<file path="config.mk">
export PLATFORM = sky130hd
export DESIGN_NAME = min_priority_queue_unit
export DESIGN_NICKNAME = d
export VERILOG_FILES = /design/src/rtl/mpq_pkg.sv /design/src/rtl/mpq_front.sv /design/src/rtl/mpq_fifo.sv /design/src/rtl/mpq_back.sv /design/src/rtl/min_priority_queue_unit.sv
export SDC_FILE = /design/constraint.sdc
export NUM_CORES = 1
export LEC_CHECK = 0
export BUFFER_PORTS_ARGS = -buffer_cell sky130_fd_sc_hd__buf_4
export CAP_MARGIN = 20
export CORE_ASPECT_RATIO = 1.4
export CORE_MARGIN = 2
export CORE_UTILIZATION = 39
export DETAILED_ROUTE_END_ITERATION = 8
export PLACE_DENSITY = 0.66
export RECOVER_POWER = 50
export SLEW_MARGIN = 15
export SYNTH_ARGS = -nofsm -noshare
export SYNTH_HDL_FRONTEND = slang
export SYNTH_HIERARCHICAL = 1
export SYNTH_SLANG_ARGS = --single-unit
export TNS_END_PERCENT = 1
</file>
<file path="constraint.sdc">
create_clock -name clk -period 4.4 [get_ports clk]
set_clock_uncertainty 0.05 [all_clocks]
set_input_delay 0.22 -clock clk [delete_from_list [all_inputs] [get_ports clk]]
set_output_delay 0.22 -clock clk [all_outputs]
set_load 0.005 [all_outputs]
</file>
<file path="src/rtl/mpq_pkg.sv">
`timescale 1ns / 1ps

package mpq_pkg;

	// Default store depth
	localparam int CAPACITY = 4;

	// Depth of the command queue between front and back
	localparam int FIFO_DEPTH = 2;

	// Action codes on the request
	localparam logic ACT_INSERT = 1'b0;
	localparam logic ACT_DELETE = 1'b1;

	// Result status codes
	localparam logic [1:0] ST_DONE  = 2'd0;
	localparam logic [1:0] ST_FULL  = 2'd1;
	localparam logic [1:0] ST_EMPTY = 2'd2;

	typedef enum logic [0:0] {
		OP_INSERT = 1'b0,
		OP_DELETE = 1'b1
	} op_t;

	typedef struct packed {
		logic               action;
		logic signed [31:0] value;
	} req_t;

	typedef struct packed {
		logic [1:0]         status;
		logic signed [31:0] removed_value;
		logic [2:0]         occupancy;
	} rsp_t;

	typedef struct packed {
		op_t                op;
		logic signed [31:0] value;
	} cmd_t;

endpackage

</file>
<file path="src/rtl/mpq_front.sv">
`timescale 1ns / 1ps

module mpq_front (
	input  logic          clk,
	input  logic          arst_n,
	input  logic          start,
	input  mpq_pkg::req_t request,
	output logic          busy,
	output logic          push,
	output mpq_pkg::cmd_t push_cmd,
	input  logic          push_ready
);

	logic          vld_s1;
	mpq_pkg::cmd_t cmd_s1;
	mpq_pkg::cmd_t cmd_dec;

	// Classify the request into a queue command
	always_comb begin
		cmd_dec.value = request.value;
		if (request.action == mpq_pkg::ACT_DELETE) begin
			cmd_dec.op = mpq_pkg::OP_DELETE;
		end else begin
			cmd_dec.op = mpq_pkg::OP_INSERT;
		end
	end

	// Stall only when the stage holds a command the queue cannot take
	assign busy     = vld_s1 && !push_ready;
	assign push     = vld_s1;
	assign push_cmd = cmd_s1;

	// Hold the accepted command until it moves into the queue
	always_ff @(posedge clk or negedge arst_n) begin
		if (!arst_n) begin
			vld_s1 <= 1'b0;
		end else if (start && !busy) begin
			vld_s1 <= 1'b1;
		end else if (vld_s1 && push_ready) begin
			vld_s1 <= 1'b0;
		end
	end

	always_ff @(posedge clk) begin
		if (start && !busy) begin
			cmd_s1 <= cmd_dec;
		end
	end

endmodule

</file>
<file path="src/rtl/mpq_fifo.sv">
`timescale 1ns / 1ps

module mpq_fifo (
	input  logic          clk,
	input  logic          arst_n,
	input  logic          push,
	input  mpq_pkg::cmd_t push_cmd,
	output logic          push_ready,
	input  logic          pop,
	output mpq_pkg::cmd_t pop_cmd,
	output logic          pop_valid
);

	localparam int DEPTH = mpq_pkg::FIFO_DEPTH;
	localparam int PW    = (DEPTH > 1) ? $clog2(DEPTH) : 1;
	localparam int NW    = $clog2(DEPTH + 1);

	mpq_pkg::cmd_t slot_q [DEPTH];
	logic [PW-1:0] wr_ptr_q;
	logic [PW-1:0] rd_ptr_q;
	logic [NW-1:0] fill_q;
	logic          do_push;
	logic          do_pop;

	assign push_ready = (fill_q != NW'(DEPTH));
	assign pop_valid  = (fill_q != '0);
	assign pop_cmd    = slot_q[rd_ptr_q];
	assign do_push    = push && push_ready;
	assign do_pop     = pop && pop_valid;

	// Advance pointers and fill level on each transfer
	always_ff @(posedge clk or negedge arst_n) begin
		if (!arst_n) begin
			wr_ptr_q <= '0;
			rd_ptr_q <= '0;
			fill_q   <= '0;
		end else begin
			if (do_push) begin
				wr_ptr_q <= (wr_ptr_q == PW'(DEPTH - 1)) ? '0 : wr_ptr_q + PW'(1);
			end
			if (do_pop) begin
				rd_ptr_q <= (rd_ptr_q == PW'(DEPTH - 1)) ? '0 : rd_ptr_q + PW'(1);
			end
			if (do_push && !do_pop) begin
				fill_q <= fill_q + NW'(1);
			end else if (do_pop && !do_push) begin
				fill_q <= fill_q - NW'(1);
			end
		end
	end

	// Store the incoming command
	always_ff @(posedge clk) begin
		if (do_push) begin
			slot_q[wr_ptr_q] <= push_cmd;
		end
	end

endmodule

</file>
<file path="src/rtl/mpq_back.sv">
`timescale 1ns / 1ps

module mpq_back #(
	parameter int CAPACITY = mpq_pkg::CAPACITY
) (
	input  logic          clk,
	input  logic          arst_n,
	input  logic          cmd_valid,
	input  mpq_pkg::cmd_t cmd,
	output logic          cmd_pop,
	output logic          result_valid,
	output mpq_pkg::rsp_t result
);

	localparam int AW = (CAPACITY > 1) ? $clog2(CAPACITY) : 1;
	localparam int CW = $clog2(CAPACITY + 1);

	typedef enum logic [3:0] {
		S_IDLE     = 4'b0001,
		S_SCAN     = 4'b0010,
		S_SHIFT_RD = 4'b0100,
		S_SHIFT_WR = 4'b1000
	} state_t;

	state_t             state_q;
	logic [31:0]        mem [CAPACITY];
	logic signed [31:0] rd_data_q;
	logic [AW-1:0]      rd_addr;
	logic               wr_en;
	logic [AW-1:0]      wr_addr;
	logic [31:0]        wr_data;

	logic [CW-1:0]      count_q;
	logic [CW-1:0]      issue_q;
	logic               pend_q;
	logic [CW-1:0]      pend_idx_q;
	logic [CW-1:0]      best_q;
	logic signed [31:0] min_q;
	logic [CW-1:0]      k_q;
	logic [CW-1:0]      k_inc;
	logic               take;
	logic               scan_last;
	logic               is_full;
	mpq_pkg::rsp_t      res_q;
	logic               res_vld_q;

	assign k_inc     = k_q + CW'(1);
	assign take      = (pend_idx_q == '0) || (rd_data_q < min_q);
	assign scan_last = pend_q && (pend_idx_q == count_q - CW'(1));
	assign is_full   = (count_q >= CW'(CAPACITY));
	assign cmd_pop   = (state_q == S_IDLE) && cmd_valid;

	assign result_valid = res_vld_q;
	assign result       = res_q;

	// Drive the single read and single write port of the store
	always_comb begin
		rd_addr = '0;
		wr_en   = 1'b0;
		wr_addr = '0;
		wr_data = cmd.value;
		unique case (state_q)
			S_IDLE: begin
				if (cmd_valid && cmd.op == mpq_pkg::OP_INSERT && !is_full) begin
					wr_en   = 1'b1;
					wr_addr = count_q[AW-1:0];
				end
			end
			S_SCAN: begin
				if (issue_q < count_q) begin
					rd_addr = issue_q[AW-1:0];
				end
			end
			S_SHIFT_RD: begin
				if (k_inc < count_q) begin
					rd_addr = k_inc[AW-1:0];
				end
			end
			S_SHIFT_WR: begin
				wr_en   = 1'b1;
				wr_addr = k_q[AW-1:0];
				wr_data = rd_data_q;
			end
			default: begin
				rd_addr = '0;
			end
		endcase
	end

	// Store array with registered read
	always_ff @(posedge clk) begin
		if (wr_en) begin
			mem[wr_addr] <= wr_data;
		end
		rd_data_q <= mem[rd_addr];
	end

	// Sequence insert, full and empty results, minimum scan and shift-down
	always_ff @(posedge clk or negedge arst_n) begin
		if (!arst_n) begin
			state_q    <= S_IDLE;
			count_q    <= '0;
			issue_q    <= '0;
			pend_q     <= 1'b0;
			pend_idx_q <= '0;
			best_q     <= '0;
			min_q      <= '0;
			k_q        <= '0;
			res_q      <= '0;
			res_vld_q  <= 1'b0;
		end else begin
			res_vld_q <= 1'b0;
			unique case (state_q)
				S_IDLE: begin
					if (cmd_valid) begin
						if (cmd.op == mpq_pkg::OP_INSERT) begin
							res_vld_q           <= 1'b1;
							res_q.removed_value <= '0;
							if (is_full) begin
								res_q.status    <= mpq_pkg::ST_FULL;
								res_q.occupancy <= 3'(count_q);
							end else begin
								count_q         <= count_q + CW'(1);
								res_q.status    <= mpq_pkg::ST_DONE;
								res_q.occupancy <= 3'(count_q + CW'(1));
							end
						end else if (count_q == '0) begin
							res_vld_q           <= 1'b1;
							res_q.status        <= mpq_pkg::ST_EMPTY;
							res_q.removed_value <= '0;
							res_q.occupancy     <= 3'(count_q);
						end else begin
							issue_q <= '0;
							pend_q  <= 1'b0;
							state_q <= S_SCAN;
						end
					end
				end
				S_SCAN: begin
					// issue one read a cycle, compare the previous one
					if (issue_q < count_q) begin
						issue_q    <= issue_q + CW'(1);
						pend_q     <= 1'b1;
						pend_idx_q <= issue_q;
					end else begin
						pend_q <= 1'b0;
					end
					if (pend_q && take) begin
						min_q  <= rd_data_q;
						best_q <= pend_idx_q;
					end
					if (scan_last) begin
						k_q     <= take ? pend_idx_q : best_q;
						state_q <= S_SHIFT_RD;
					end
				end
				S_SHIFT_RD: begin
					if (k_inc < count_q) begin
						state_q <= S_SHIFT_WR;
					end else begin
						count_q             <= count_q - CW'(1);
						res_vld_q           <= 1'b1;
						res_q.status        <= mpq_pkg::ST_DONE;
						res_q.removed_value <= min_q;
						res_q.occupancy     <= 3'(count_q - CW'(1));
						state_q             <= S_IDLE;
					end
				end
				S_SHIFT_WR: begin
					k_q     <= k_inc;
					state_q <= S_SHIFT_RD;
				end
				default: begin
					state_q <= S_IDLE;
				end
			endcase
		end
	end

endmodule

</file>
<file path="src/rtl/min_priority_queue_unit.sv">
`timescale 1ns / 1ps

// Ascending priority queue of signed 32-bit values held in arrival order.
// Raise start with a request while busy is low: action 0 inserts value,
// action 1 removes and returns the smallest entry (oldest on ties). Every
// request gives exactly one result, shown for one cycle with result_valid
// high; there is no way to hold it off, so sample it on that cycle. The
// front takes requests into a short command queue and lowers busy again
// as soon as there is room, so up to three requests may be handed over
// while a delete is still at work. An insert, full or empty case is
// answered by the back end straight from its idle state. A delete scans
// all n stored entries, one store read a cycle, then shifts each later
// entry down one place and finishes.
module min_priority_queue_unit #(
	parameter int CAPACITY = mpq_pkg::CAPACITY
) (
	input  logic          clk,
	input  logic          arst_n,
	input  logic          start,
	input  mpq_pkg::req_t request,
	output logic          busy,
	output logic          result_valid,
	output mpq_pkg::rsp_t result
);

	logic          push;
	mpq_pkg::cmd_t push_cmd;
	logic          push_ready;
	logic          pop;
	mpq_pkg::cmd_t pop_cmd;
	logic          pop_valid;

	// Accept and classify requests
	mpq_front u_front (
		.clk        (clk),
		.arst_n     (arst_n),
		.start      (start),
		.request    (request),
		.busy       (busy),
		.push       (push),
		.push_cmd   (push_cmd),
		.push_ready (push_ready)
	);

	// Decouple front from back
	mpq_fifo u_fifo (
		.clk        (clk),
		.arst_n     (arst_n),
		.push       (push),
		.push_cmd   (push_cmd),
		.push_ready (push_ready),
		.pop        (pop),
		.pop_cmd    (pop_cmd),
		.pop_valid  (pop_valid)
	);

	// Execute commands on the entry store
	mpq_back #(
		.CAPACITY (CAPACITY)
	) u_back (
		.clk          (clk),
		.arst_n       (arst_n),
		.cmd_valid    (pop_valid),
		.cmd          (pop_cmd),
		.cmd_pop      (pop),
		.result_valid (result_valid),
		.result       (result)
	);

endmodule

</file>
# Word-level counts from Yosys, hierarchy flattened
# Memory sizes are Yosys's and may differ from the RTL's. A register that Yosys moved wholly into a read port is not among the register bits.
# Cells that the tools add are included.
word_totals:
  register_bits: 128
  ram_bits: 194
  output_inout_bits: 39
  elab_cells: 134
  n_memories: 2
classes:
  addsub: 8
  order_cmp: 4
  eq_ne: 14
  n_mux: 54
  bitwise_logic: 1
  reduce_logical: 33
mem_list:
  columns: ["memory", "words", "width", "read_ports", "rd_clocked_by_memory_dff", "write_ports", "line", "source"]
  rows:
  - ["u_back.mem", 4, 32, 1, 1, 1, "mpq_back.sv:26", "logic [31:0] mem [CAPACITY];"]
  - ["u_fifo.slot_q", 2, 33, 1, 0, 1, "mpq_fifo.sv:18", "mpq_pkg::cmd_t slot_q [DEPTH];"]
op_table:
  columns: ["cell", "count"]
  rows:
  - ["two-way mux 37 bit", 4]
  - ["case mux 37 bit (2 select lines)", 1]
  - ["less-than comparator 32 bit", 1]
  - ["two-way mux 32 bit", 1]
  - ["two-way mux 3 bit", 10]
  - ["two-way mux 4 bit", 5]
  - ["two-way mux 1 bit", 19]
  - ["case mux 3 bit (2 select lines)", 3]
  - ["case mux 4 bit (4 select lines)", 1]
  - ["AND reduction 4 bit", 4]
  - ["nonzero test 2 bit", 6]
  - ["logical AND 1 bit", 11]
  - ["two-way mux 2 bit", 5]
  - ["adder 3 x 1 -> 3 bit, second input constant", 3]
  - ["!= test 2 x 1 -> 1 bit, second input constant", 4]
  - ["!= test 2 bit, second input constant", 4]
  - ["case mux 2 bit (2 select lines)", 2]
  - ["logical NOT 3 bit", 2]
  - ["less-than comparator 3 bit", 2]
  - ["case mux 1 bit (2 select lines)", 3]
  - ["AND reduction 2 bit", 3]
  - ["logical NOT 1 bit", 5]
  - ["AND reduction 5 bit", 1]
  - ["== test 4 x 1 -> 1 bit, second input constant", 1]
  - ["12 further kinds", 13]

# Longest topological paths before layout
# Gate-level depths: netlist of run 1.
# An unclocked memory read counts as a cell.
depth:
  depth_word: 8
  mapped_depth: 11

# Hierarchy
# The synthesis of run 1 kept the hierarchy.
modules_own_cells:
  columns: ["module", "instances", "cells_per_inst", "area_each_um2", "seq_area_each_um2"]
  rows:
  - ["mpq_back", 1, 725, 10717.8, 6737.7]
  - ["mpq_fifo", 1, 121, 2727.6, 2082.0]
  - ["mpq_front", 1, 38, 1048.5, 1016.0]

# Least setup slack after synthesis of run 1
# Ideal clock, no wire load.
synth_timing:
  path_type: "register to register"
  from: "register u_back.count_q[0]"
  to: "memory u_back.mem[1][0], enable pin"
  setup_time_ps: 433
  arrival_time_ps: 3286
  slack_ps: 631
  path_stages_with_launch: 9
  period_less_slack_ps: 3769
  cell_sequence: "dfrtp_1 buf_2 inv_1 ha_1 ha_1 or3_1 nor2_1 nand3_1 o22ai_1"
synth_via:
  elab_chain_len: 7
synth_lines:
  columns: ["item", "line", "source"]
  rows:
  - ["start, declared", "mpq_back.sv:33", "logic [CW-1:0] count_q;"]
  - ["start signal, assigned", "mpq_back.sv:123", "count_q <= count_q + CW'(1);"]
  - ["start signal, assigned", "mpq_back.sv:161", "count_q <= count_q - CW'(1);"]
  - [">= comparator 3 bit", "mpq_back.sv:50", "assign is_full = (count_q >= CW'(CAPACITY));"]
  - ["logical NOT 1 bit", "mpq_back.sv:64", "if (cmd_valid && cmd.op == mpq_pkg::OP_INSERT && !is_full) begin"]
  - ["logical AND 1 bit", "mpq_back.sv:64", null]
  - ["two-way mux 1 bit", "mpq_back.sv:64", null]
  - ["case mux 1 bit (2 select lines)", "mpq_back.sv:62", "unique case (state_q)"]
  - ["two-way mux 1 bit", "mpq_back.sv:92", "if (wr_en) begin"]
  - ["two-way mux 1 bit (implied by the code)", "mpq_back.sv:93", "mem[wr_addr] <= wr_data;"]
  - ["end, declared", "mpq_back.sv:26", null]
# Several ways; a longest one is shown, not always the timed one.

# Worst setup path in the final report of run 1
layout_timing:
  from: "register u_back.k_q[0]"
  to: "register u_back.rd_data_q[19], read port of u_back.mem"
layout_via:
  elab_chain_len: 4
layout_lines:
  columns: ["item", "line", "source"]
  rows:
  - ["start, declared", "mpq_back.sv:39", "logic [CW-1:0] k_q;"]
  - ["start signal, assigned", "mpq_back.sv:153", "k_q <= take ? pend_idx_q : best_q;"]
  - ["start signal, assigned", "mpq_back.sv:170", "k_q <= k_inc;"]
  - ["adder 3 x 1 -> 3 bit *", "mpq_back.sv:47", "assign k_inc = k_q + CW'(1);"]
  - ["less-than comparator 3 bit", "mpq_back.sv:75", "if (k_inc < count_q) begin"]
  - ["two-way mux 2 bit *", "mpq_back.sv:75", null]
  - ["case mux 2 bit (2 select lines) *", "mpq_back.sv:62", null]
  - ["end, declared", "mpq_back.sv:27", "logic signed [31:0] rd_data_q;"]
# Mark *: on every way between the ends. The rest lies on a longest branch, timed or not.
# A chain may end at the register's enable or synchronous reset.

==> out/results.tsv, run 1 <==
stage	metric	value	unit
outcome	status	finished with violations	
outcome	failing checks	max-capacitance violations, max-slew violations	
synth	register area share after synthesis	67.9	%
grt	total gr overflow	0	
layout	# diodes	0	
layout	# fillers	3119	
timing	Final setup viols	0	
layout	fin area	17100	um^2
synth	synth warn	6	
setup_path	Crit Path Category	flip-flop to flip-flop	
clock_tree	cts hold-fix bufs	35	
grt	initial antenna violation count	0	
power	Max VDD drop	0.289	mV
synth	Yosys top cell area share	47.0	%
setup_path	CP required	4.71	ns
synth	async set-reset flop share out of synthesis	26.8	%
floorplan	die area	38700	um^2
grt	vias in the first global route	7870	
place	area of placed instances	15600	um^2
drt	DR pass1 iterations	4	
timing	Max Slew Vio Count	200	
timing	Fin. Hold Viols	0	
synth	Primary FF master, synth	edfxtp_1	
setup_path	crit end category	flip-flop	
power	switch share	28.1	%
clock_tree	total CTS buffers	35	
synth	Mean Syn Cell Area	16.4	um^2
place	placer congestion estimate	0.778	
power	Reg power frac	46.4	%
grt	total track usage	14.4	%
clock_tree	post-CTS setup buffers	0	
drt	1st-iter DRT viols	458	
timing	final period utilization	80.9	%
setup_path	CP arrival	3.87	ns
synth	leading post-synthesis cells by cell area	edfxtp_1, dfrtp_1, mux2i_1	
clock_tree	CTS tree	yes	
floorplan	I/O pin cnt	75	
grt	largest net degree at the start of global routing	67	
power	Power Dens Cells	612	nW/um^2
drt	DR DRC count	0	
clock_tree	Worst-Skew Late Latency	0.51	ns
synth	number of synthesized flops with an enable pin	227	
layout	nets	1088	
layout	layout cells sized above 1	23.6	%
place	PortBufs	74	
timing	Slew Limit Headroom	-77.1	%
floorplan	Core Rows	83	
setup_path	Startpoint Class	flip-flop	
drt	vias per inst	5.03	
drt	via count	7567	
grt	first-pass GRT wire length	43.3	mm
worst_hold_path	Hold Crit Class	primary input to flip-flop	
clock_tree	clock buffer depth	3	
timing	Period minus WS final	3.56	ns
layout	Area growth syn-to-layout	17.9	%
clock_tree	post-CTS sizing	0	
synth	Yosys cell types	56	
floorplan	Die W	167	um
power	Leakage Power	0.00644	uW
timing	worst slew pin tran	2.66	ns
place	dpl hpwl	16.9	mm
clock_tree	CTS H-tree depth	2	
drt	Antenna Nets Post-Route	0	
drt	final WL	27.7	mm
timing	Achievable Freq	281	MHz
power	Clock power frac	30.4	%
floorplan	Die Span Y	232	um
flow_run	max_cap viols	5	
power	Switch Pwr	2940	uW
floorplan	core area	36700	um^2
timing	setup TNS	0	ns
clock_tree	Clock transition at path regs	0.06	ns
synth	Mapped Cells	884	
drt	wire length per cell	18.4	um
synth	Net Count, Synth	962	
synth	post-synth design cell area	14500	um^2
synth	post-synthesis register bit count	354	
floorplan	Initial Util	39.5	%
timing	RSZ-0062 raised after global routing	false	
worst_hold_path	WHS Path Cells	2	
clock_tree	CTS sink count	354	
setup_path	worst-case reg-to-reg path depth	9	
power	Comb pwr share	23.3	%
clock_tree	clock root buffer	clkbuf_16	
power	Int Power	7520	uW
setup_path	CP Max Fanout	28	
synth	Synth area leader	edfxtp_1	
## flip-flops by register name, summed over array words and instances, names as in the netlist, 2 cells and up
register and cells:
u_back/k_q 3, u_fifo/fill_q 2, u_back/pend_idx_q 3, u_back/issue_q 3, u_back/state_q 4, u_back/min_q 32
u_back/best_q 3, u_fifo/slot_q 66, u_front/push_cmd 33, u_back/mem 128, u_back/rd_data_q 32, u_back/count_q 3
u_back/result 37
## cell usage in the layout (no fill, tap or decap), types with 9 or more instances in the layout
master / instances
o21ai_0: 28
dfrtp_1: 93
nand2b_1: 11
dlygate4sd3_1: 35
edfxtp_1: 227
clkbuf_16: 37
inv_1: 44
ha_1: 42
nand2_1: 32
a21oi_1: 18
nor2_1: 16
mux2i_1: 96
a22o_1: 33
mux2_4: 59
mux2_2: 36
clkbuf_1: 16
clkbuf_4: 64
buf_4: 9
dfxtp_1: 32
## synthesized netlist by cell type, drive strengths merged, types with 6 or more instances
library cell,n
clkbuf,15
dfrtp,94
nor2,19
xor2,6
nand2b,11
nand3,8
edfxtp,227
a21oi,18
mux2i,96
mux2,101
ha,42
nand2,32
inv,44
o22ai,6
buf,20
o21ai,29
dfxtp,32
a22o,33
## power by group through the flow
stage	Combinational [uW]	Clock, uW	Sequential, uW
2_1_floorplan	1920	0	4700
3_3_place_gp	2410	0	4880
3_5_place_dp	2470	0	4900
4_1_cts	2510	3270	4840
5_1_grt	2720	3390	4930
6_report	2440	3180	4850
## through the flow
stage | setup WS, ns | hold slack (ns) | total power, uW | cells | utilization (%)
CTS | 0.825 | 0.338 | 10600 | 1503 | 46.8
global route | 0.580 | 0.371 | 11000 | 1503 | 46.6
floorplan | 0.631 | -0.126 | 6620 | 884 | -
finish | 0.839 | 0.385 | 10500 | 1503 | 46.6
global placement | 0.923 | 0.349 | 7280 | 1405 | 42.4
detailed placement | 0.866 | 0.349 | 7380 | 1405 | 42.4
## area by class of cell
cell class / count / area, um^2 / share of cell area [%]
Clock buffer: 47 / 1010 / 5.93
Clock inverter: 16 / 230 / 1.35
Inverter: 44 / 165 / 0.966
Multi-Input combinational cell: 451 / 4240 / 24.8
Sequential cell: 354 / 9840 / 57.6
Tap cell: 467 / 584 / 3.42
Timing Repair Buffer: 124 / 1020 / 6.00
## kinds of logic (layout without fill, tap and decap cells)
kind of cell,count (synthesis),count (layout),synth area share [%]
flip-flops,354,354,67.9
multiplexers,197,197,16.0
XOR/XNOR,11,11,0.665
adder cells (fa/ha/maj),42,42,3.63
buffers and inverters,79,231,3.20
AO/OA/AOI/OAI,109,109,5.35
AND/OR/NAND/NOR,92,92,3.29
## routing by layer
metal	up-vias	wire [um]	global-route usage, %
li1	3564	-	-
met5	-	0	0
met1	3806	11300	16.8
met4	0	890	6.22
met3	52	1150	2.64
met2	145	14300	25.9
## worst max-delay path, stage by stage, from the launching register on
cell and delay, ns:
dfrtp_1 0.50, ha_1 0.37, ha_1 0.28, a21o_1 0.16, a21oi_1 0.40, nand2_1 0.28, o22ai_4 0.71, buf_12 0.31
mux2i_1 0.22, mux2i_1 0.10
## path summary, 6_finish.rpt
| check | slack [ns] | start | end |
|---|---|---|---|
| worst max-delay path | 0.84 | u_back/k_q[0]$_DFFE_PN0P_ | u_back/rd_data_q[19]$_DFF_P_ |
| worst min-delay path | 0.39 | request[14] | u_front/push_cmd[14]$_DFFE_PP_ |
| worst max register to register | 0.84 | u_back/k_q[0]$_DFFE_PN0P_ | u_back/rd_data_q[19]$_DFF_P_ |
| worst min register to register | 0.39 | u_front/push_cmd[16]$_DFFE_PP_ | u_fifo/slot_q[0][16]$_DFFE_PP_ |
| max in group asynchronous | 1.19 | arst_n | u_back/min_q[20]$_DFFE_PN0P_ |
| min in group asynchronous | 0.66 | arst_n | u_back/result[7]$_DFFE_PN0P_ |
Note: power is estimated with default switching activity, not from simulation.
==> run 2: changes to the inputs <==
--- a/config.mk
+++ b/config.mk
@@ -5,13 +5,14 @@
 export SDC_FILE = /design/constraint.sdc
 export NUM_CORES = 1
 export LEC_CHECK = 0
+export ABC_AREA = 1
 export BUFFER_PORTS_ARGS = -buffer_cell sky130_fd_sc_hd__buf_4
 export CAP_MARGIN = 20
 export CORE_ASPECT_RATIO = 1.4
 export CORE_MARGIN = 2
 export CORE_UTILIZATION = 39
 export DETAILED_ROUTE_END_ITERATION = 8
-export PLACE_DENSITY = 0.66
+export PLACE_DENSITY = 0.68
 export RECOVER_POWER = 50
 export SLEW_MARGIN = 15
 export SYNTH_ARGS = -nofsm -noshare
==> constraint.sdc (replaced) <==
create_clock -name clk -period 3 [get_ports clk]
set_clock_uncertainty 0.05 [all_clocks]
set_input_delay 0.15 -clock clk [delete_from_list [all_inputs] [get_ports clk]]
set_output_delay 0.15 -clock clk [all_outputs]
set_load 0.005 [all_outputs]
==> run 2 against run 1 <==
Effect of this change:
- the flow still finishes with violations (max-capacitance violations, max-slew violations)
- fmax is 28% higher
- synthesized cell count is 46% higher
- synthesized area is 0.47% lower
- clock power is 27% higher
- flip-flop and latch count stayed put
- sequential share of layout area is 0.76 points higher
- final cell count is 26% higher
- power is 56% higher
- utilization is 0.48 points lower
- via count is 18% higher
- critical endpoint is now u_back/rd_data_q[20]$_DFF_P_
- largest cell class unchanged
- highest routed layer unchanged
==> out/results.tsv, run 2 <==
stage	metric	value	unit	change
synth	number of synthesized flops with an enable pin	227		unchanged
timing	Achievable Freq	360	MHz	+28%
clock_tree	CTS H-tree depth	1		-1
synth	Synth Area in Simple Gates	17.2	%	+14 points
floorplan	Die Span Y	232	um	-0.23%
timing	Final setup viols	0		unchanged
synth	post-synthesis register bit count	354		unchanged
timing	Max Slew Vio Count	96		-52%
timing	RSZ-0062 raised after global routing	false		
floorplan	Die W	167	um	-0.23%
drt	final WL	26.7	mm	-3.7%
grt	vias in the first global route	8939		+14%
layout	layout cells sized above 1	14.6	%	-9.0 points
timing	Period minus WS final	2.78	ns	-0.783 ns
layout	fin area	16900	um^2	-1.3%
clock_tree	CTS sink count	354		unchanged
synth	mux contribution to synthesized area	0	%	-16 points
power	Power Dens Cells	967	nW/um^2	+58%
synth	Net Count, Synth	1365		+42%
place	dpl hpwl	17.7	mm	+4.5%
grt	total gr overflow	0		unchanged
setup_path	CP Max Fanout	34		+21%
synth	leading post-synthesis cells by cell area	edfxtp_1, dfrtp_1, nand2_1		
synth	top cells by count, synth	nand2_1, edfxtp_1, nor2_1		
clock_tree	Worst-Skew Late Latency	0.56	ns	+0.05 ns
grt	initial antenna violation count	0		unchanged
timing	Slew Limit Headroom	-47.6	%	+30 points
grt	largest net degree at the start of global routing	96		+43%
drt	wire length per cell	14.1	um	-24%
timing	final period utilization	92.6	%	+12 points
drt	DR DRC count	0		unchanged
synth	Primary FF master, synth	edfxtp_1		
synth	Mapped Cells	1287		+46%
setup_path	cells along the critical path	ha_1 -> xor2_1 -> ha_1 -> o211ai_2 -> nand2_1 -> nor2_1 -> a21oi_4 -> buf_12 -> nor2_1 -> a31oi_1		
drt	DR pass1 iterations	4		unchanged
worst_hold_path	Hold Crit Class	primary input to flip-flop		
outcome	failing checks	max-capacitance violations, max-slew violations		
setup_path	Startpoint Class	flip-flop		
layout	# fillers	3311		+6.2%
drt	1st-iter DRT viols	580		+27%
synth	synth warn	6		unchanged
synth	async set-reset flop share out of synthesis	26.8	%	unchanged
power	Max VDD drop	0.513	mV	+78%
synth	Compound-Gate Fraction of Synth Area	6.17	%	+0.81 points
drt	Antenna Nets Post-Route	0		unchanged
flow_run	max_cap viols	1		-4
synth	largest family of logic cells by synthesized area	simple AND/OR/NAND/NOR gates		
setup_path	Crit Path Category	flip-flop to flip-flop		
layout	non-filler cells, final	1896		+26%
floorplan	I/O pin cnt	75		unchanged
worst_hold_path	WHS Path Cells	2		unchanged
synth	Synth area leader	edfxtp_1		
synth	Yosys cell types	43		-23%
clock_tree	clock buffer depth	3		unchanged
clock_tree	CTS tree	yes		
timing	Fin. Hold Viols	0		unchanged
setup_path	CP arrival	3.19	ns	-0.68 ns
floorplan	core area	36600	um^2	-0.28%
layout	Area growth syn-to-layout	16.9	%	
timing	setup TNS	0	ns	unchanged
clock_tree	clock root buffer	clkbuf_16		
timing	worst slew pin tran	2.21	ns	-0.442 ns
layout	most frequent cells in the layout	nand2_1, edfxtp_1, nor2_1, dfrtp_1, inv_1		
setup_path	worst-case reg-to-reg path depth	10		+1
setup_path	CP required	3.42	ns	-1.29 ns
layout	nets	1483		+36%
clock_tree	Clock transition at path regs	0.07	ns	about the same
place	PortBufs	74		unchanged
setup_path	CP max stage delay	0.72	ns	about the same
place	placer congestion estimate	0.848		+9.0%
layout	most common cell after layout, fill and taps aside	nand2_1		
synth	Post-Synth Adder-Cell Area	3.64	%	+0.017 points
place	dpl ws	0.286	ns	-0.579 ns
drt	via count	8962		+18%
clock_tree	total CTS buffers	31		-11%
layout	number of flip-flops in the largest register	128		unchanged
setup_path	r2r setup slk	0.22	ns	-0.62 ns
synth	Mean Syn Cell Area	11.2	um^2	-32%
synth	post-synth design cell area	14400	um^2	-0.47%
timing	final setup margin	0.222	ns	-0.617 ns
clock_tree	post-CTS sizing	0		unchanged
floorplan	die area	38600	um^2	-0.46%
grt	first-pass GRT wire length	44.1	mm	+1.9%
grt	total track usage	14.0	%	-0.45 points
synth	register area share after synthesis	68.2	%	+0.32 points
outcome	status	finished with violations		
setup_path	crit end category	flip-flop		
synth	Synth Area in XOR/XNOR	0.425	%	-0.24 points
setup_path	Crit-path slowest cell	a21oi_4		
floorplan	Core Rows	83		unchanged
floorplan	Initial Util	39.5	%	-0.073 points
timing	Hold Slack	0.278	ns	-0.107 ns
drt	vias per inst	4.73		-6.1%
synth	count leader, synth	nand2_1		
place	area of placed instances	15600	um^2	about the same
layout	most flop-heavy register	u_back/mem		
synth	Yosys top cell area share	47.3	%	+0.22 points
layout	# diodes	0		unchanged
power	Leakage Power	0.00705	uW	+9.6%
place	Inst Count DP	1804		+28%
run 2: cells by family after synthesis:
family	count (synthesis)
simple gates	607
flops	354
compound gates	151
buf+inv	126
fa+ha+maj	42
xor+xnor	7
run 2: final cells by class:
type,count,area [um^2],area share (%)
clock buffer,39,826,4.90
timing repair buffer,132,1140,6.79
clock inverter,18,211,1.25
sequential,354,9840,58.3
tap,467,584,3.46
inverter,79,304,1.80
multi-input combinational,807,3960,23.5
run 2: worst max-delay path, delay by kind of cell (launching register included):
family	cells	cell delay (ns)
AOI/OAI and AO/OA	3	0.97
xor gates and xnor gates	1	0.18
buffers and inverters	1	0.28
and+or+nand+nor	3	0.26
adders and majority gates	2	0.53
DFF	1	0.40
run 2: timing repair:
item,4_1_cts,5_1_grt
endpoints found under the hold margin,129,0
setup buffers,0,0
endpoints found under the setup margin,0,0
hold buffers,35,0
run 2: where the power goes:
part	switching, uW	internal [uW]
registers	647	6960
logic	3030	1650
clock network	1660	2370
run 2: final timing paths:
path                                                 from                        endpoint
max in group asynchronous                          arst_n     u_back/min_q[8]$_DFFE_PN0P_
min reg2reg                u_front/push_cmd[29]$_DFFE_PP_  u_fifo/slot_q[0][29]$_DFFE_PP_
min in group asynchronous                          arst_n    u_fifo/fill_q[1]$_DFFE_PN0P_
max                             u_back/k_q[0]$_DFFE_PN0P_    u_back/rd_data_q[20]$_DFF_P_
min                                            request[5]   u_front/push_cmd[5]$_DFFE_PP_
max reg2reg                     u_back/k_q[0]$_DFFE_PN0P_    u_back/rd_data_q[20]$_DFF_P_
run 2: metal layers:
| layer | wire length [um] | up-vias | GRT usage, % |
|---|---|---|---|
| met5 | 0 | - | 0 |
| met4 | 635 | 0 | 4.74 |
| met3 | 1180 | 44 | 2.12 |
| met2 | 13500 | 176 | 26.0 |
| met1 | 11300 | 4213 | 16.4 |
| li1 | - | 4529 | - |
run 2: stage by stage:
step | util [%] | power [uW]
floorplan | - | 11100
global placement | 42.6 | 12300
detailed placement | 42.6 | 12500
CTS | 46.4 | 16600
global route | 46.1 | 17500
finish | 46.1 | 16300
==> run 3: changes to the inputs <==
--- a/config.mk
+++ b/config.mk
@@ -6,13 +6,13 @@
 export NUM_CORES = 1
 export LEC_CHECK = 0
 export ABC_AREA = 1
-export BUFFER_PORTS_ARGS = -buffer_cell sky130_fd_sc_hd__buf_4
 export CAP_MARGIN = 20
 export CORE_ASPECT_RATIO = 1.4
 export CORE_MARGIN = 2
 export CORE_UTILIZATION = 39
 export DETAILED_ROUTE_END_ITERATION = 8
-export PLACE_DENSITY = 0.68
+export DONT_BUFFER_PORTS = 1
+export PLACE_DENSITY = 0.66
 export RECOVER_POWER = 50
 export SLEW_MARGIN = 15
 export SYNTH_ARGS = -nofsm -noshare
==> run 3 against run 2 <==
Effect of this change:
- the run still ends with max-capacitance violations, max-slew violations left
- final cell count decreased by 4.1%
- die area unchanged
- combinational power decreased by 3%
- largest cell class unchanged
==> out/results.tsv, run 3 (synthesized netlist as in run 2, its figures left out) <==
stage	metric	value	unit	change
timing	Fin. Hold Viols	0		unchanged
grt	vias in the first global route	8707		-2.6%
setup_path	Crit-path slowest cell	dfrtp_1		
drt	wire length per cell	14.6	um	+3.7%
setup_path	Crit Path Category	flip-flop to flip-flop		
flow_run	max_cap viols	1		unchanged
setup_path	r2r setup slk	0.27	ns	+0.05 ns
power	Leakage Power	0.00672	uW	-4.8%
setup_path	crit end category	flip-flop		
layout	most flop-heavy register	u_back/mem		
worst_hold_path	Hold Crit Class	primary input to flip-flop		
layout	nets	1406		-5.2%
power	Max VDD drop	0.470	mV	-8.3%
timing	worst slew pin tran	2.43	ns	+0.219 ns
floorplan	Initial Util	39.5	%	unchanged
setup_path	Worst R2R End	u_back/rd_data_q[23]$_DFF_P_		
setup_path	CP Max Fanout	64		+88%
drt	met3 wire length	1.29	mm	+8.8%
layout	number of flip-flops in the largest register	128		unchanged
drt	DR pass1 iterations	5		+1
drt	vias per inst	4.74		+0.36%
place	dpl ws	0.317	ns	+0.0304 ns
timing	Hold Slack	0.159	ns	-0.119 ns
timing	Slew Limit Headroom	-62.2	%	-15 points
layout	# diodes	0		unchanged
clock_tree	post-CTS setup buffers	0		unchanged
power	Power Dens Cells	986	nW/um^2	+1.9%
setup_path	Startpoint Class	flip-flop		
grt	initial antenna violation count	0		unchanged
place	dpl hpwl	17.7	mm	+0.34%
layout	most common cell after layout, fill and taps aside	nand2_1		
grt	total track usage	14.1	%	+0.14 points
setup_path	Critical Path End	u_back/rd_data_q[23]$_DFF_P_		
grt	first-pass GRT wire length	44.4	mm	+0.72%
grt	total gr overflow	0		unchanged
floorplan	Die W	167	um	unchanged
layout	layout cells sized above 1	10.5	%	-4.1 points
layout	utilization after layout	44.6	%	-1.6 points
setup_path	CP required	3.43	ns	about the same
clock_tree	cts hold-fix bufs	36		+2.9%
setup_path	worst-case reg-to-reg path depth	13		+3
clock_tree	post-CTS sizing	0		unchanged
layout	Area growth syn-to-layout	13.0	%	
drt	top routing layer used	met4		
place	placer congestion estimate	0.842		-0.66%
floorplan	die area	38600	um^2	unchanged
clock_tree	Worst-Skew Late Latency	0.56	ns	about the same
floorplan	core area	36600	um^2	unchanged
clock_tree	CTS sink count	354		unchanged
timing	RSZ-0062 raised after global routing	false		
setup_path	CP max stage delay	0.40	ns	-0.32 ns
drt	DR DRC count	0		unchanged
floorplan	Die Span Y	232	um	unchanged
clock_tree	clock root buffer	clkbuf_16		
setup_path	Crit path top cell by count	nor2_1		
clock_tree	CTS H-tree depth	1		unchanged
layout	most frequent cells in the layout	nand2_1, edfxtp_1, nor2_1, dfrtp_1, inv_1		
setup_path	Buf/Inv on CP	1		unchanged
drt	DR WL met2	13.1	mm	-3.7%
place	PortBufs	0		-100%
setup_path	CP arrival	3.16	ns	-0.03 ns
floorplan	Core Rows	83		unchanged
clock_tree	CTS tree	yes		
setup_path	CP Launch Point	u_back/k_q[0]$_DFFE_PN0P_		
setup_path	Reg-to-Reg Start	u_back/k_q[0]$_DFFE_PN0P_		
drt	met1 WL	11.4	mm	+1.3%
grt	largest net degree at the start of global routing	96		unchanged
outcome	status	finished with violations		
floorplan	I/O pin cnt	75		unchanged
timing	final setup margin	0.274	ns	+0.0524 ns
drt	1st-iter DRT viols	489		-16%
timing	final period utilization	90.9	%	-1.7 points
drt	via count	8629		-3.7%
timing	Max Slew Vio Count	96		unchanged
timing	Final setup viols	0		unchanged
clock_tree	clock buffer depth	3		unchanged
drt	Antenna Nets Post-Route	0		unchanged
outcome	failing checks	max-capacitance violations, max-slew violations		
timing	Achievable Freq	367	MHz	+1.9%
drt	final WL	26.5	mm	-0.50%
setup_path	WP depth	13		+3
clock_tree	Clock transition at path regs	0.07	ns	about the same
setup_path	delay-heaviest family, CP	simple AND/OR/NAND/NOR gates		
setup_path	cells along the critical path	ha_1 -> xor2_1 -> ha_1 -> a21oi_1 -> nand2_1 -> nor2_1 -> nand2_1 -> nand2_2 -> buf_12 -> nor2_1 -> nor2_1 -> nor2_1 -> a31oi_1		
timing	Period minus WS final	2.73	ns	-0.0524 ns
clock_tree	total CTS buffers	31		unchanged
## run 3: worst min-delay path by stage
stage	startpoint	to	cells past startpoint
2_1_floorplan	arst_n	u_back/best_q[0]$_DFFE_PN0P_	0
3_3_place_gp	arst_n	u_fifo/wr_ptr_q$_DFFE_PN0P_	0
3_5_place_dp	arst_n	u_fifo/wr_ptr_q$_DFFE_PN0P_	0
4_1_cts	request[4]	u_front/push_cmd[4]$_DFFE_PP_	1
5_1_grt	request[6]	u_front/push_cmd[6]$_DFFE_PP_	1
6_report	request[26]	u_front/push_cmd[26]$_DFFE_PP_	1
## run 3: final cells by class
type	count	area [um^2]
clock buffer	41	843
fill	3353	20300
multi-input combinational	807	3970
sequential	354	9840
timing repair buffer	55	601
inverter	79	304
tap	467	584
clock inverter	16	160
## run 3: where the power goes
group	leakage, uW	switching, uW	internal, uW
sequential	0.00362	677	6960
clock	0.000495	1680	2230
combinational	0.00261	2980	1540
## run 3: routing by layer
metal | up-vias | track usage [%]
li1 | 4378 | -
met1 | 4061 | 17.4
met2 | 149 | 24.7
met3 | 41 | 2.49
met4 | 0 | 5.20
met5 | - | 0
## run 3: through the flow
step,total power (uW),instances,cell area [um^2],TNS [ns]
3_5_place_dp,12300,1726,15000,0
3_3_place_gp,12100,1726,15000,0
6_report,16100,1819,16300,0
5_1_grt,17200,1819,16300,0
2_1_floorplan,11100,1287,14400,-39.80
4_1_cts,16300,1819,16400,0
## run 3: worst reg2reg max path, stage by stage, from the launching register on
cell	delay, ns
dfrtp_1	0.40
ha_1	0.21
xor2_1	0.21
ha_1	0.29
a21oi_1	0.15
nand2_1	0.09
nor2_1	0.26
nand2_1	0.11
nand2_2	0.12
buf_12	0.31
nor2_1	0.10
nor2_1	0.13
nor2_1	0.05
a31oi_1	0.18
